===== src/rtl/ftws_pkg.sv =====
// Shared types and constants for the frame time window statistics block.
// No dependencies; used by the top level, the divider and the checker.
package ftws_pkg;

	localparam int TIME_W  = 24;
	localparam int RATE_W  = 28;
	localparam int COUNT_W = 32;
	localparam int TOTAL_W = 48;

	// samples held in the ring
	localparam int WINDOW = 120;
	localparam int SLOT_W = (WINDOW > 1) ? $clog2(WINDOW) : 1;
	localparam int FILL_W = $clog2(WINDOW + 1);
	localparam int SUM_W  = TIME_W + FILL_W;

	// shared divider: dividend covers the window sum and the rate numerator
	localparam int DIV_N_W    = (SUM_W > RATE_W) ? SUM_W : RATE_W;
	localparam int DIV_D_W    = TIME_W;
	localparam int DIV_STEP_W = $clog2(DIV_N_W);

	localparam logic [TIME_W-1:0] MIN_CEILING = TIME_W'(9999000);
	localparam logic [RATE_W-1:0] RATE_NUM    = RATE_W'(256000000);

	localparam logic MODE_RECORD = 1'b0;
	localparam logic MODE_CLEAR  = 1'b1;

	typedef enum logic [2:0] {
		DIV_MEAN      = 3'd0,
		DIV_CUR_RATE  = 3'd1,
		DIV_MEAN_RATE = 3'd2,
		DIV_LOW_RATE  = 3'd3,
		DIV_HIGH_RATE = 3'd4
	} div_op_t;

	typedef struct packed {
		logic              mode;
		logic [TIME_W-1:0] frame_time_us;
	} sample_t;

	typedef struct packed {
		logic [TIME_W-1:0]  cur_time_us;
		logic [TIME_W-1:0]  mean_time_us;
		logic [TIME_W-1:0]  min_time_us;
		logic [TIME_W-1:0]  max_time_us;
		logic [RATE_W-1:0]  cur_rate;
		logic [RATE_W-1:0]  mean_rate;
		logic [RATE_W-1:0]  low_rate;
		logic [RATE_W-1:0]  high_rate;
		logic [COUNT_W-1:0] frames_seen;
		logic [TOTAL_W-1:0] elapsed_us;
	} stats_t;

endpackage


===== src/rtl/frame_time_window_stats.sv =====
// Frame time window statistics: sample ring, scan and shared divider sequencer.
// Depends on ftws_pkg and ftws_div.
//
// Usage
//   sample channel (sample_valid / sample_stall / sample): one word per frame.
//     mode record stores frame_time_us in a ring of the last WINDOW samples and
//     yields one stats word; mode clear empties the ring, zeroes the frame and
//     time counters and yields nothing.
//   stats channel (stats_valid / stats_stall / stats): current, mean, min and
//     max duration over the ring, Q8 frame rates of each, frame count, total time.
//   Sequence: a record word runs a ring scan of fill reads (one read a cycle
//     from the ring memory), five divisions on the one shared divider and
//     the output state; a division by a zero duration skips the divider.
//     A clear leaves the block idle, ready for the next word.
//   One word at a time: sample_stall is high from a record's acceptance until
//     its stats word moves into the output register.
//   The output register lets the next sample word in while a stats word waits.
//   Stall: while stats_stall holds a word, a finished result waits in the last
//     state; nothing is dropped.
//   Reset: ring empty, counters zero, no word pending. The ring memory itself is
//     not cleared; only entries written since the last clear are ever read.
module frame_time_window_stats (
	input  logic              clk,
	input  logic              arst_n,
	input  logic              sample_valid,
	output logic              sample_stall,
	input  ftws_pkg::sample_t sample,
	output logic              stats_valid,
	input  logic              stats_stall,
	output ftws_pkg::stats_t  stats
);
	import ftws_pkg::*;

	typedef enum logic [4:0] {
		ST_IDLE = 5'b00001,
		ST_SCAN = 5'b00010,
		ST_DIV  = 5'b00100,
		ST_WAIT = 5'b01000,
		ST_OUT  = 5'b10000
	} state_t;

	state_t state_q, state_d;

	// window bookkeeping and running counters
	logic [FILL_W-1:0]  fill_q;
	logic [SLOT_W-1:0]  slot_q;
	logic [COUNT_W-1:0] frame_q;
	logic [TOTAL_W-1:0] total_q;

	// ring memory, synchronous read
	logic [TIME_W-1:0] ring_mem [WINDOW];
	logic [SLOT_W-1:0] rd_addr_q;
	logic              issue_done_q;
	logic              rd_vld_s1;
	logic              rd_last_s1;
	logic [TIME_W-1:0] rd_data_s1;

	// per-word results
	logic [TIME_W-1:0] cur_q;
	logic [SUM_W-1:0]  sum_q;
	logic [TIME_W-1:0] lo_q;
	logic [TIME_W-1:0] hi_q;
	logic [TIME_W-1:0] mean_q;
	logic [RATE_W-1:0] cur_rate_q;
	logic [RATE_W-1:0] mean_rate_q;
	logic [RATE_W-1:0] low_rate_q;
	logic [RATE_W-1:0] high_rate_q;
	div_op_t           op_q;
	div_op_t           op_next;

	stats_t stats_q;
	logic   stats_valid_q;

	logic               sample_fire;
	logic               rec_fire;
	logic               clr_fire;
	logic               issue;
	logic               issue_last;
	logic               out_free;
	logic [DIV_N_W-1:0] div_dividend;
	logic [DIV_D_W-1:0] div_divisor;
	logic               div_zero;
	logic               div_start;
	logic               div_done;
	logic [DIV_N_W-1:0] div_quotient;
	logic [DIV_N_W-1:0] store_val;
	logic               store_en;

	assign sample_stall = (state_q != ST_IDLE);
	assign sample_fire  = sample_valid && !sample_stall;
	assign rec_fire     = sample_fire && (sample.mode == MODE_RECORD);
	assign clr_fire     = sample_fire && (sample.mode == MODE_CLEAR);
	assign out_free     = !stats_valid_q || !stats_stall;

	// scan reads entries 0 .. fill-1, the write of this word landed at accept
	assign issue      = (state_q == ST_SCAN) && !issue_done_q;
	assign issue_last = (FILL_W'(rd_addr_q) == fill_q - 1'b1);

	// divider operand select
	always_comb begin
		div_dividend = DIV_N_W'(RATE_NUM);
		unique case (op_q)
			DIV_MEAN: begin
				div_dividend = DIV_N_W'(sum_q);
				div_divisor  = DIV_D_W'(fill_q);
			end
			DIV_CUR_RATE:  div_divisor = cur_q;
			DIV_MEAN_RATE: div_divisor = mean_q;
			DIV_LOW_RATE:  div_divisor = hi_q;
			DIV_HIGH_RATE: div_divisor = lo_q;
			default:       div_divisor = '0;
		endcase
	end

	always_comb begin
		unique case (op_q)
			DIV_MEAN:      op_next = DIV_CUR_RATE;
			DIV_CUR_RATE:  op_next = DIV_MEAN_RATE;
			DIV_MEAN_RATE: op_next = DIV_LOW_RATE;
			DIV_LOW_RATE:  op_next = DIV_HIGH_RATE;
			default:       op_next = DIV_MEAN;
		endcase
	end

	assign div_zero  = (div_divisor == '0);
	assign div_start = (state_q == ST_DIV) && !div_zero;
	assign store_en  = ((state_q == ST_DIV) && div_zero) || ((state_q == ST_WAIT) && div_done);
	assign store_val = div_zero ? '0 : div_quotient;

	ftws_div u_div (
		.clk      (clk),
		.arst_n   (arst_n),
		.start    (div_start),
		.dividend (div_dividend),
		.divisor  (div_divisor),
		.done     (div_done),
		.quotient (div_quotient)
	);

	always_comb begin
		state_d = state_q;
		unique case (state_q)
			ST_IDLE: if (rec_fire) state_d = ST_SCAN;
			ST_SCAN: if (rd_vld_s1 && rd_last_s1) state_d = ST_DIV;
			ST_DIV: begin
				if (div_zero) begin
					state_d = (op_q == DIV_HIGH_RATE) ? ST_OUT : ST_DIV;
				end else begin
					state_d = ST_WAIT;
				end
			end
			ST_WAIT: if (div_done) state_d = (op_q == DIV_HIGH_RATE) ? ST_OUT : ST_DIV;
			ST_OUT:  if (out_free) state_d = ST_IDLE;
			default: state_d = ST_IDLE;
		endcase
	end

	// control state
	always_ff @(posedge clk or negedge arst_n) begin
		if (!arst_n) begin
			state_q       <= ST_IDLE;
			fill_q        <= '0;
			slot_q        <= '0;
			frame_q       <= '0;
			total_q       <= '0;
			rd_addr_q     <= '0;
			issue_done_q  <= 1'b0;
			rd_vld_s1     <= 1'b0;
			rd_last_s1    <= 1'b0;
			op_q          <= DIV_MEAN;
			stats_valid_q <= 1'b0;
		end else begin
			state_q <= state_d;
			if (clr_fire) begin
				fill_q  <= '0;
				slot_q  <= '0;
				frame_q <= '0;
				total_q <= '0;
			end else if (rec_fire) begin
				slot_q  <= (slot_q == SLOT_W'(WINDOW - 1)) ? '0 : slot_q + 1'b1;
				if (fill_q != FILL_W'(WINDOW)) fill_q <= fill_q + 1'b1;
				frame_q <= frame_q + 1'b1;
				total_q <= total_q + TOTAL_W'(sample.frame_time_us);
			end

			if (rec_fire) begin
				rd_addr_q    <= '0;
				issue_done_q <= 1'b0;
				op_q         <= DIV_MEAN;
			end else if (issue) begin
				rd_addr_q <= rd_addr_q + 1'b1;
				if (issue_last) issue_done_q <= 1'b1;
			end
			rd_vld_s1  <= issue;
			rd_last_s1 <= issue && issue_last;

			if (store_en) op_q <= op_next;

			if ((state_q == ST_OUT) && out_free) begin
				stats_valid_q <= 1'b1;
			end else if (!stats_stall) begin
				stats_valid_q <= 1'b0;
			end
		end
	end

	// ring memory ports
	always_ff @(posedge clk) begin
		if (rec_fire) ring_mem[slot_q] <= sample.frame_time_us;
	end

	always_ff @(posedge clk) begin
		rd_data_s1 <= ring_mem[rd_addr_q];
	end

	// datapath
	always_ff @(posedge clk) begin
		if (rec_fire) begin
			cur_q <= sample.frame_time_us;
			sum_q <= '0;
			lo_q  <= MIN_CEILING;
			hi_q  <= '0;
		end else if (rd_vld_s1) begin
			sum_q <= sum_q + SUM_W'(rd_data_s1);
			if (rd_data_s1 < lo_q) lo_q <= rd_data_s1;
			if (rd_data_s1 > hi_q) hi_q <= rd_data_s1;
		end

		if (store_en) begin
			unique case (op_q)
				DIV_MEAN:      mean_q      <= store_val[TIME_W-1:0];
				DIV_CUR_RATE:  cur_rate_q  <= store_val[RATE_W-1:0];
				DIV_MEAN_RATE: mean_rate_q <= store_val[RATE_W-1:0];
				DIV_LOW_RATE:  low_rate_q  <= store_val[RATE_W-1:0];
				DIV_HIGH_RATE: high_rate_q <= store_val[RATE_W-1:0];
				default:       ;
			endcase
		end

		if ((state_q == ST_OUT) && out_free) begin
			stats_q.cur_time_us  <= cur_q;
			stats_q.mean_time_us <= mean_q;
			stats_q.min_time_us  <= lo_q;
			stats_q.max_time_us  <= hi_q;
			stats_q.cur_rate     <= cur_rate_q;
			stats_q.mean_rate    <= mean_rate_q;
			stats_q.low_rate     <= low_rate_q;
			stats_q.high_rate    <= high_rate_q;
			stats_q.frames_seen  <= frame_q;
			stats_q.elapsed_us   <= total_q;
		end
	end

	assign stats_valid = stats_valid_q;
	assign stats       = stats_q;

endmodule


===== src/rtl/ftws_div.sv =====
// Restoring unsigned divider, one quotient bit per cycle.
// Depends on ftws_pkg for operand widths.
module ftws_div (
	input  logic                         clk,
	input  logic                         arst_n,
	input  logic                         start,
	input  logic [ftws_pkg::DIV_N_W-1:0] dividend,
	input  logic [ftws_pkg::DIV_D_W-1:0] divisor,
	output logic                         done,
	output logic [ftws_pkg::DIV_N_W-1:0] quotient
);
	import ftws_pkg::*;

	logic                  run_q;
	logic                  done_q;
	logic [DIV_STEP_W-1:0] step_q;
	logic [DIV_D_W-1:0]    rem_q;
	logic [DIV_D_W-1:0]    dvs_q;
	logic [DIV_N_W-1:0]    quo_q;
	logic [DIV_D_W:0]      rem_sh;
	logic [DIV_D_W+1:0]    diff;
	logic                  fits;

	// quo_q shifts the dividend out at the top and the quotient in at the bottom
	assign rem_sh = {rem_q, quo_q[DIV_N_W-1]};
	assign diff   = {1'b0, rem_sh} - {2'b00, dvs_q};
	assign fits   = !diff[DIV_D_W+1];

	always_ff @(posedge clk or negedge arst_n) begin
		if (!arst_n) begin
			run_q  <= 1'b0;
			done_q <= 1'b0;
			step_q <= '0;
		end else begin
			done_q <= 1'b0;
			if (start) begin
				run_q  <= 1'b1;
				step_q <= '0;
			end else if (run_q) begin
				step_q <= step_q + 1'b1;
				if (step_q == DIV_STEP_W'(DIV_N_W - 1)) begin
					run_q  <= 1'b0;
					done_q <= 1'b1;
				end
			end
		end
	end

	always_ff @(posedge clk) begin
		if (start) begin
			rem_q <= '0;
			dvs_q <= divisor;
			quo_q <= dividend;
		end else if (run_q) begin
			rem_q <= fits ? diff[DIV_D_W-1:0] : rem_sh[DIV_D_W-1:0];
			quo_q <= {quo_q[DIV_N_W-2:0], fits};
		end
	end

	assign done     = done_q;
	assign quotient = quo_q;

endmodule


===== config.mk =====
export PLATFORM = sky130hd
export DESIGN_NAME = frame_time_window_stats
export DESIGN_NICKNAME = d
export VERILOG_FILES = /design/src/rtl/ftws_pkg.sv /design/src/rtl/frame_time_window_stats.sv /design/src/rtl/ftws_div.sv
export SDC_FILE = /design/constraint.sdc
export NUM_CORES = 2
export LEC_CHECK = 0
export BUFFER_PORTS_ARGS = -buffer_cell sky130_fd_sc_hd__buf_2
export CAP_MARGIN = 5
export CORE_ASPECT_RATIO = 0.75
export CORE_MARGIN = 8
export CORE_UTILIZATION = 62
export DETAILED_ROUTE_END_ITERATION = 8
export GPL_TIMING_DRIVEN = 1
export PLACE_DENSITY = 0.76
export SYNTH_ARGS = -nofsm -noshare
export SYNTH_HDL_FRONTEND = slang
export SYNTH_SLANG_ARGS = --single-unit

===== constraint.sdc =====
create_clock -name clk -period 18.3 [get_ports clk]
set_clock_uncertainty 0.05 [all_clocks]
set_input_delay 0.915 -clock clk [delete_from_list [all_inputs] [get_ports clk]]
set_output_delay 0.915 -clock clk [all_outputs]
set_load 0.005 [all_outputs]

======== After elaboration in Yosys (flattened, before gate mapping) ========
Memories as Yosys holds them, arrays and structs flattened. A register that Yosys moved wholly into a read port is not among the register bits.
Cells that the tools add are included.
W data, S select, Z words.
cells by class
  mux-type cells .......................... 43
  magnitude comparators ................... 2
  bitwise logic cells ..................... 1
  reductions and logical operators ........ 36
  equality and inequality tests ........... 19
  add/sub/neg operators ................... 9
operator list
  cell                     number
  $pmux W24 S5             1
  $mux W48                 2
  $mux W31                 3
  $mux W32                 2
  $mux W7                  8
  $add A48 B24 Y48         1
  $mux W5                  8
  $add A32 B1 Y32 const B  1
  $add A31 B24 Y31         1
  $mux W28                 1
  $sub A25 B24 Y26         1
  $pmux W5 S5              1
  $gt A24 B24 Y1           1
  $logic_not A24 Y1        1
  $lt A24 B24 Y1           1
  $mux W24                 1
  $add A7 B1 Y7 const B    3
  $reduce_and A2 Y1        9
  $mux W1                  13
  $pmux W3 S4              1
  $reduce_bool A2 Y1       6
  $eq A5 B5 Y1 const B     2
  $logic_and A1 B1 Y1      10
  $eq A7 B7 Y1             1
  20 further kinds         31
storage, ports and cells
  bits in writable memories ............... 2880
  memories ................................ 1
  word-level logic and storage cells ...... 147
  output and inout port bits .............. 290
  flip-flop bits (word level) ............. 726
  bits of input ports ..................... 29
memories
  name      depth  width  read ports  clocked after Yosys merged registers in  wr ports  line                           text
  ring_mem  120    24     1           1                                        1         frame_time_window_stats.sv:51  logic [TIME_W-1:0] ring_mem [WINDOW];

======== Longest topological paths before layout ========
  word-level depth ........................ 6
  gate-level depth with buffers ........... 14
  mapped depth without buffers ............ 12

======== By module ========
A second synthesis with hierarchy kept.
unflattened totals
  cells, all modules ...................... 6772
  area total of the unflattened synthesis .. 141522.0 um^2
by module, submodules not included
  module                   instances  cells an instance  area an instance (um^2)  seq. area each (um^2)
  frame_time_window_stats  1          6302               136641.0                 104826.8
  ftws_div                 1          470                4880.9                   2307.2

======== Least setup slack after synthesis ========
Ideal clock, no wire load.
  path kind ............................... input to register
  start point ............................. input stats_stall
  end point ............................... register stats_q, in the netlist stats[0], enable pin
  path buffers ............................ 0
  slack ................................... 2.491 ns
  stages .................................. 1
  library setup time ...................... 1.033 ns
  arrival time ............................ 14.727 ns
  required time ........................... 17.217 ns
  cells stage by stage .................... a21oi_1
on the way
  cells in the longest elaborated chain, start to end .. 3
ends and longest elaborated chain
  item                 line                            text
  start, declared      frame_time_window_stats.sv:29   input logic stats_stall,
  $logic_not A1 Y1     n/a
  $logic_or A1 B1 Y1   frame_time_window_stats.sv:93   assign out_free = !stats_valid_q || !stats_stall;
  $logic_and A1 B1 Y1  frame_time_window_stats.sv:240  if ((state_q == ST_OUT) && out_free) begin
  end, declared        frame_time_window_stats.sv:71   stats_t stats_q;
No other way between the ends.
A chain may end at the register's enable or synchronous reset.

==> flow_summary.html <==
<table>
<tr><th>Metric</th><th>Value</th></tr>
<tr><th colspan="2">Routing</th></tr>
<tr><td>Iteration count of the initial detailed-routing pass</td><td>8</td></tr>
<tr><td>Vias per cell</td><td>7.06</td></tr>
<tr><td>Routed vias</td><td>74500</td></tr>
<tr><td># DRC</td><td>0</td></tr>
<tr><td>Final routed wirelength across all metal layers</td><td>394000 um</td></tr>
<tr><td>Mean routed wirelength per cell</td><td>approximately 37 um</td></tr>
<tr><td>Antenna Nets Post-Route</td><td>0</td></tr>
<tr><td>Iteration-0 DRC count of the detailed router</td><td>approximately 13000</td></tr>
<tr><th colspan="2">Timing</th></tr>
<tr><td>Maximum operating frequency</td><td>0.146 GHz</td></tr>
<tr><td>Sum of negative setup slack</td><td>0 ns</td></tr>
<tr><td>Final setup margin</td><td>11.47 ns</td></tr>
<tr><td>Final number of max-transition violations</td><td>0</td></tr>
<tr><td>Setup repair after global routing missed its margin</td><td>false</td></tr>
<tr><td>Period utilisation layout</td><td>37.3%</td></tr>
<tr><td>Worst-case hold slack</td><td>0.364 ns</td></tr>
<tr><td>Worst-Margin Slew</td><td>~1.3 ns</td></tr>
<tr><td>Relative slew slack</td><td>11.8%</td></tr>
<tr><td>Final hold violation count</td><td>0</td></tr>
<tr><td>Setup Viol. Count Final</td><td>0</td></tr>
<tr><td>Min Clock Period, post-route</td><td>6.83 ns</td></tr>
<tr><th colspan="2">Power and ir drop</th></tr>
<tr><td>Leakage power</td><td>just over 50 nW</td></tr>
<tr><td>Peak supply drop</td><td>about 110 uV</td></tr>
<tr><td>Power Dens Cells</td><td>133 mW/mm2</td></tr>
<tr><th colspan="2">Placement</th></tr>
<tr><td>Number of cells in the design after placement</td><td>9937</td></tr>
<tr><td>Placement Setup Slack</td><td>around 12 ns</td></tr>
<tr><td>Routability congestion estimate</td><td>approximately 0.89</td></tr>
<tr><td>Number of I/O port buffers</td><td>318</td></tr>
<tr><td>Placed wire-length estimate after detailed placement</td><td>around 220000 um</td></tr>
<tr><th colspan="2">Clocking</th></tr>
<tr><td>Root buffer cell</td><td>sky130_fd_sc_hd__clkbuf_16</td></tr>
<tr><td>CTS tree</td><td>built</td></tr>
<tr><td>H-tree levels</td><td>5</td></tr>
<tr><td>Total clock sinks</td><td>3630</td></tr>
<tr><td>Clock slew at reported path FFs</td><td>around 0.070 ns</td></tr>
<tr><td>Total clock buffers created by CTS</td><td>330</td></tr>
<tr><td>Worst-case clock buffer depth</td><td>4</td></tr>
<tr><td>Clock latency at the later pin of the worst-skew pair</td><td>0.90 ns</td></tr>
<tr><th colspan="2">Synthesis</th></tr>
<tr><td>Post-Synth Adder-Cell Area</td><td>1.17%</td></tr>
<tr><td>Unique cell type count in the Yosys netlist</td><td>79</td></tr>
<tr><td>Simple logic cell fraction of the synthesized area</td><td>2.80%</td></tr>
<tr><td>Net count after synthesis</td><td>around 6900</td></tr>
<tr><td>Most instantiated flip-flop cell in the synthesis netlist</td><td>sky130_fd_sc_hd__edfxtp_1</td></tr>
<tr><td>Warnings from Yosys</td><td>0</td></tr>
<tr><td>Count of flip-flops with a built-in enable after synthesis</td><td>between 3000 and 4000</td></tr>
<tr><td>Async S/R FF share, synth</td><td>3.31%</td></tr>
<tr><td>Register area share after synthesis</td><td>about three quarters</td></tr>
<tr><td>Post-Syn Instances</td><td>6740</td></tr>
<tr><td>Main combinational cell family by area after synthesis</td><td>multiplexers</td></tr>
<tr><td>XOR/XNOR Fraction of Synth Area</td><td>0.577%</td></tr>
<tr><td>Avg Synthesized Cell Area</td><td>20.9 um2</td></tr>
<tr><td>Yosys reg bits</td><td>3630</td></tr>
<tr><td>Netlist area before placement</td><td>0.141 mm2</td></tr>
<tr><td>Mux contribution to synthesized area</td><td>around 16%</td></tr>
<tr><td>Post-synthesis compound-gate area fraction</td><td>2.38%</td></tr>
<tr><th colspan="2">Min path</th></tr>
<tr><td>Class of the tightest hold or removal check</td><td>reg2reg</td></tr>
<tr><th colspan="2">Worst setup path</th></tr>
<tr><td>Dominant cell type by count on the critical path</td><td>sky130_fd_sc_hd__buf_4</td></tr>
<tr><td>List of cells traversed by the critical path</td><td>buf_4 &gt; buf_4 &gt; buf_4 &gt; buf_4 &gt; mux4_2 &gt; mux4_2 &gt; mux4_2 &gt; mux2_2</td></tr>
<tr><td>Required @ worst endpoint</td><td>19.02 ns</td></tr>
<tr><td>Arrival time at the worst endpoint</td><td>around 7.6 ns</td></tr>
<tr><td>Worst setup path class</td><td>reg2reg</td></tr>
<tr><td>Largest fanout of any net on the critical path</td><td>64</td></tr>
<tr><td>Slowest stage delay, CP</td><td>1.01 ns</td></tr>
<tr><td>Critical path capture point type</td><td>register</td></tr>
<tr><td>Setup crit start kind</td><td>register</td></tr>
<tr><td>Buffers &amp; Inverters on Critical Path</td><td>4</td></tr>
<tr><td>Slowest cell on the critical path</td><td>sky130_fd_sc_hd__dfrtp_4</td></tr>
<tr><td>Top delay family on crit path</td><td>buffers and inverters</td></tr>
<tr><th colspan="2">Cells and area</th></tr>
<tr><td>Final #Nets</td><td>7446</td></tr>
<tr><td>Area of the multi-input gates</td><td>approximately 0.033 mm2</td></tr>
<tr><td>Sequential cell area</td><td>0.107 mm2</td></tr>
<tr><td>Ratio of cells with drive above 1 in the final layout</td><td>28.3%</td></tr>
<tr><td>Filler cell count</td><td>13000</td></tr>
<tr><td>Area added between synthesis and finish</td><td>12.1%</td></tr>
<tr><td>Final cell count without fillers</td><td>10600</td></tr>
<tr><th colspan="2">Flow run</th></tr>
<tr><td>Max_cap viols</td><td>0</td></tr>
<tr><th colspan="2">Floorplanning</th></tr>
<tr><td>Die extent in y</td><td>429 um</td></tr>
<tr><td>Overall die area</td><td>0.243 mm2</td></tr>
<tr><td>Placement row count</td><td>151</td></tr>
<tr><td>Ports</td><td>between 300 and 400</td></tr>
<tr><td>Die extent in x</td><td>567 um</td></tr>
<tr><td>Initial Util</td><td>a little over three fifths</td></tr>
<tr><td>Core Region</td><td>0.226 mm2</td></tr>
<tr><th colspan="2">Global routing</th></tr>
<tr><td>Global-route congestion overflow total</td><td>0</td></tr>
<tr><td>Via count of the first global-routing pass</td><td>73000</td></tr>
<tr><td>First-pass GRT wire length</td><td>549000 um</td></tr>
<tr><td>Antenna violations before repair</td><td>42</td></tr>
<tr><td>Largest net degree at the start of global routing</td><td>182</td></tr>
<tr><td>Global-route total usage across every layer</td><td>31.9%</td></tr>
<tr><th colspan="2">Status</th></tr>
<tr><td>Result of the run</td><td>finished, final reports clean</td></tr>
</table>
## final cells by class
cell class	count	area share [%]
multi-input cells	2670	20.7
inverters	112	0.267
diodes	19	0.0300
repair buffers	543	2.17
clock buffers	413	5.62
flip-flops and latches	3630	67.7
clock inverters	185	1.19
well taps	2983	2.36
## sequential cells by signal (all words and copies together) (netlist names), 24 cells and up
| signal | count |
|---|---|
| u_div.dvs_q | 24 |
| high_rate_q | 28 |
| rd_data_s1 | 24 |
| sum_q | 31 |
| u_div.quotient | 31 |
| stats | 288 |
| hi_q | 24 |
| low_rate_q | 28 |
| mean_q | 24 |
| u_div.rem_q | 24 |
| cur_rate_q | 28 |
| mean_rate_q | 28 |
| ring_mem | 2880 |
| lo_q | 24 |
| cur_q | 24 |
| frame_q | 32 |
| total_q | 48 |
## power breakdown
group          leakage, nW  switching, mW  internal [mW]
logic                 12.2           2.32           1.95
registers             33.3          0.393           9.34
clock network         5.23           3.04           3.97
total                 50.7           5.75           15.3
## layout by cell type, fill, tap and decap left out, drive strengths merged, types with 11 or more instances in the layout
master,synthesis,final
nand2,220,220
nor3,40,40
o21ai,145,145
mux2i,70,70
nor2b,32,32
mux4,936,936
clkinv,0,112
a211oi,29,29
clkinvlp,0,20
a21o,50,50
nand4,24,24
o31ai,46,46
dfrtp,119,119
edfxtp,3383,3383
xnor2,56,56
xor2,37,37
clkbuf,236,413
o22ai,28,28
and3,26,26
buf,92,542
o211ai,11,11
nand2b,23,23
nand3,81,81
mux2,61,61
dfxtp,127,127
inv,112,129
a31oi,13,13
or3,23,23
ha,127,127
and2,38,38
bufinv,0,36
nor2,291,291
o21a,14,14
a22oi,32,32
diode,0,19
a21oi,111,111
## synth_stat cells, types with 7 or more instances
| library cell | instances | area (um2) |
|---|---|---|
| sky130_fd_sc_hd__nor2_1 | 291 | 1090 |
| sky130_fd_sc_hd__clkbuf_1 | 236 | 886 |
| sky130_fd_sc_hd__a22oi_1 | 32 | 240 |
| sky130_fd_sc_hd__and4_1 | 8 | 70.1 |
| sky130_fd_sc_hd__nand2_1 | 220 | 826 |
| sky130_fd_sc_hd__a31oi_1 | 13 | 81.3 |
| sky130_fd_sc_hd__and3_1 | 26 | 163 |
| sky130_fd_sc_hd__nor3_1 | 40 | 200 |
| sky130_fd_sc_hd__nand2b_1 | 23 | 144 |
| sky130_fd_sc_hd__dfxtp_1 | 127 | 2540 |
| sky130_fd_sc_hd__a21oi_1 | 111 | 556 |
| sky130_fd_sc_hd__ha_1 | 127 | 1590 |
| sky130_fd_sc_hd__xor2_1 | 37 | 324 |
| sky130_fd_sc_hd__a21o_1 | 50 | 375 |
| sky130_fd_sc_hd__nor2b_1 | 32 | 200 |
| sky130_fd_sc_hd__o21a_1 | 14 | 105 |
| sky130_fd_sc_hd__o31ai_1 | 46 | 345 |
| sky130_fd_sc_hd__o211ai_1 | 11 | 82.6 |
| sky130_fd_sc_hd__mux2i_1 | 70 | 701 |
| sky130_fd_sc_hd__or3_1 | 23 | 144 |
| sky130_fd_sc_hd__xnor2_1 | 56 | 490 |
| sky130_fd_sc_hd__a211oi_1 | 29 | 218 |
| sky130_fd_sc_hd__mux2_2 | 37 | 417 |
| sky130_fd_sc_hd__nor3b_1 | 7 | 52.6 |
| sky130_fd_sc_hd__o22ai_1 | 28 | 175 |
| sky130_fd_sc_hd__o21ai_1 | 17 | 85.1 |
| sky130_fd_sc_hd__edfxtp_1 | 3383 | 102000 |
| sky130_fd_sc_hd__inv_1 | 111 | 417 |
| sky130_fd_sc_hd__mux4_2 | 936 | 21100 |
| sky130_fd_sc_hd__mux2_1 | 24 | 270 |
| sky130_fd_sc_hd__and2_1 | 38 | 238 |
| sky130_fd_sc_hd__buf_1 | 22 | 82.6 |
| sky130_fd_sc_hd__nand3_1 | 81 | 405 |
| sky130_fd_sc_hd__o21ai_0 | 128 | 641 |
| sky130_fd_sc_hd__dfrtp_1 | 119 | 2980 |
| sky130_fd_sc_hd__nand3b_1 | 9 | 67.6 |
| sky130_fd_sc_hd__nand4_1 | 24 | 150 |
| sky130_fd_sc_hd__buf_2 | 62 | 310 |
## final timing paths
kind,startpoint,endpoint,slack (ns),cells past startpoint
min in group asynchronous,arst_n,u_div.step_q[0]$_DFFE_PN0P_,0.52,2
hold reg to reg,low_rate_q[4]$_DFFE_PP_,stats[112]$_DFFE_PP_,0.36,0
max in group asynchronous,arst_n,total_q[42]$_DFFE_PN0P_,16.24,3
setup reg to reg,rd_addr_q[1]$_DFFE_PN0P_,rd_data_s1[10]$_DFF_P_,11.47,8
hold / removal,low_rate_q[4]$_DFFE_PP_,stats[112]$_DFFE_PP_,0.36,0
setup / recovery,rd_addr_q[1]$_DFFE_PN0P_,rd_data_s1[10]$_DFF_P_,11.47,8
## kinds of logic after synthesis
logic type                 Yosys count
AOI/OAI and AO/OA                  531
muxes                             1067
DFF                               3630
adders and majority gates          130
and+or+nand+nor                    849
buffers and inverters              440
xor gates and xnor gates            93
## per-stage QoR
stage	util (%)	cell area (um2)	total power, mW
global route	70.0	158000	21.6
global placement	65.2	147000	13.9
detailed placement	65.2	147000	14.0
finish	70.0	158000	21.0
floorplan	-	141000	12.7
CTS	70.0	158000	21.0
## what timing repair did
item                      in CTS  in global routing
setup buffers                  0                  0
hold endpoints to repair      40                  0
resized for setup              0                  0
hold buffers                   1                  0
## routing by layer
layer  part of all wire [%]  GRT usage [%]  vias up  wire length (um)
li1                       -              -    28900                 -
met1                     35           44.2    38600            139000
met2                     44           45.9     6090            172000
met3                     17           13.4      954             65800
met4                    4.5           11.9       22             17600
met5                  0.040              0        -               158
Power figures use the tool's default switching activity.
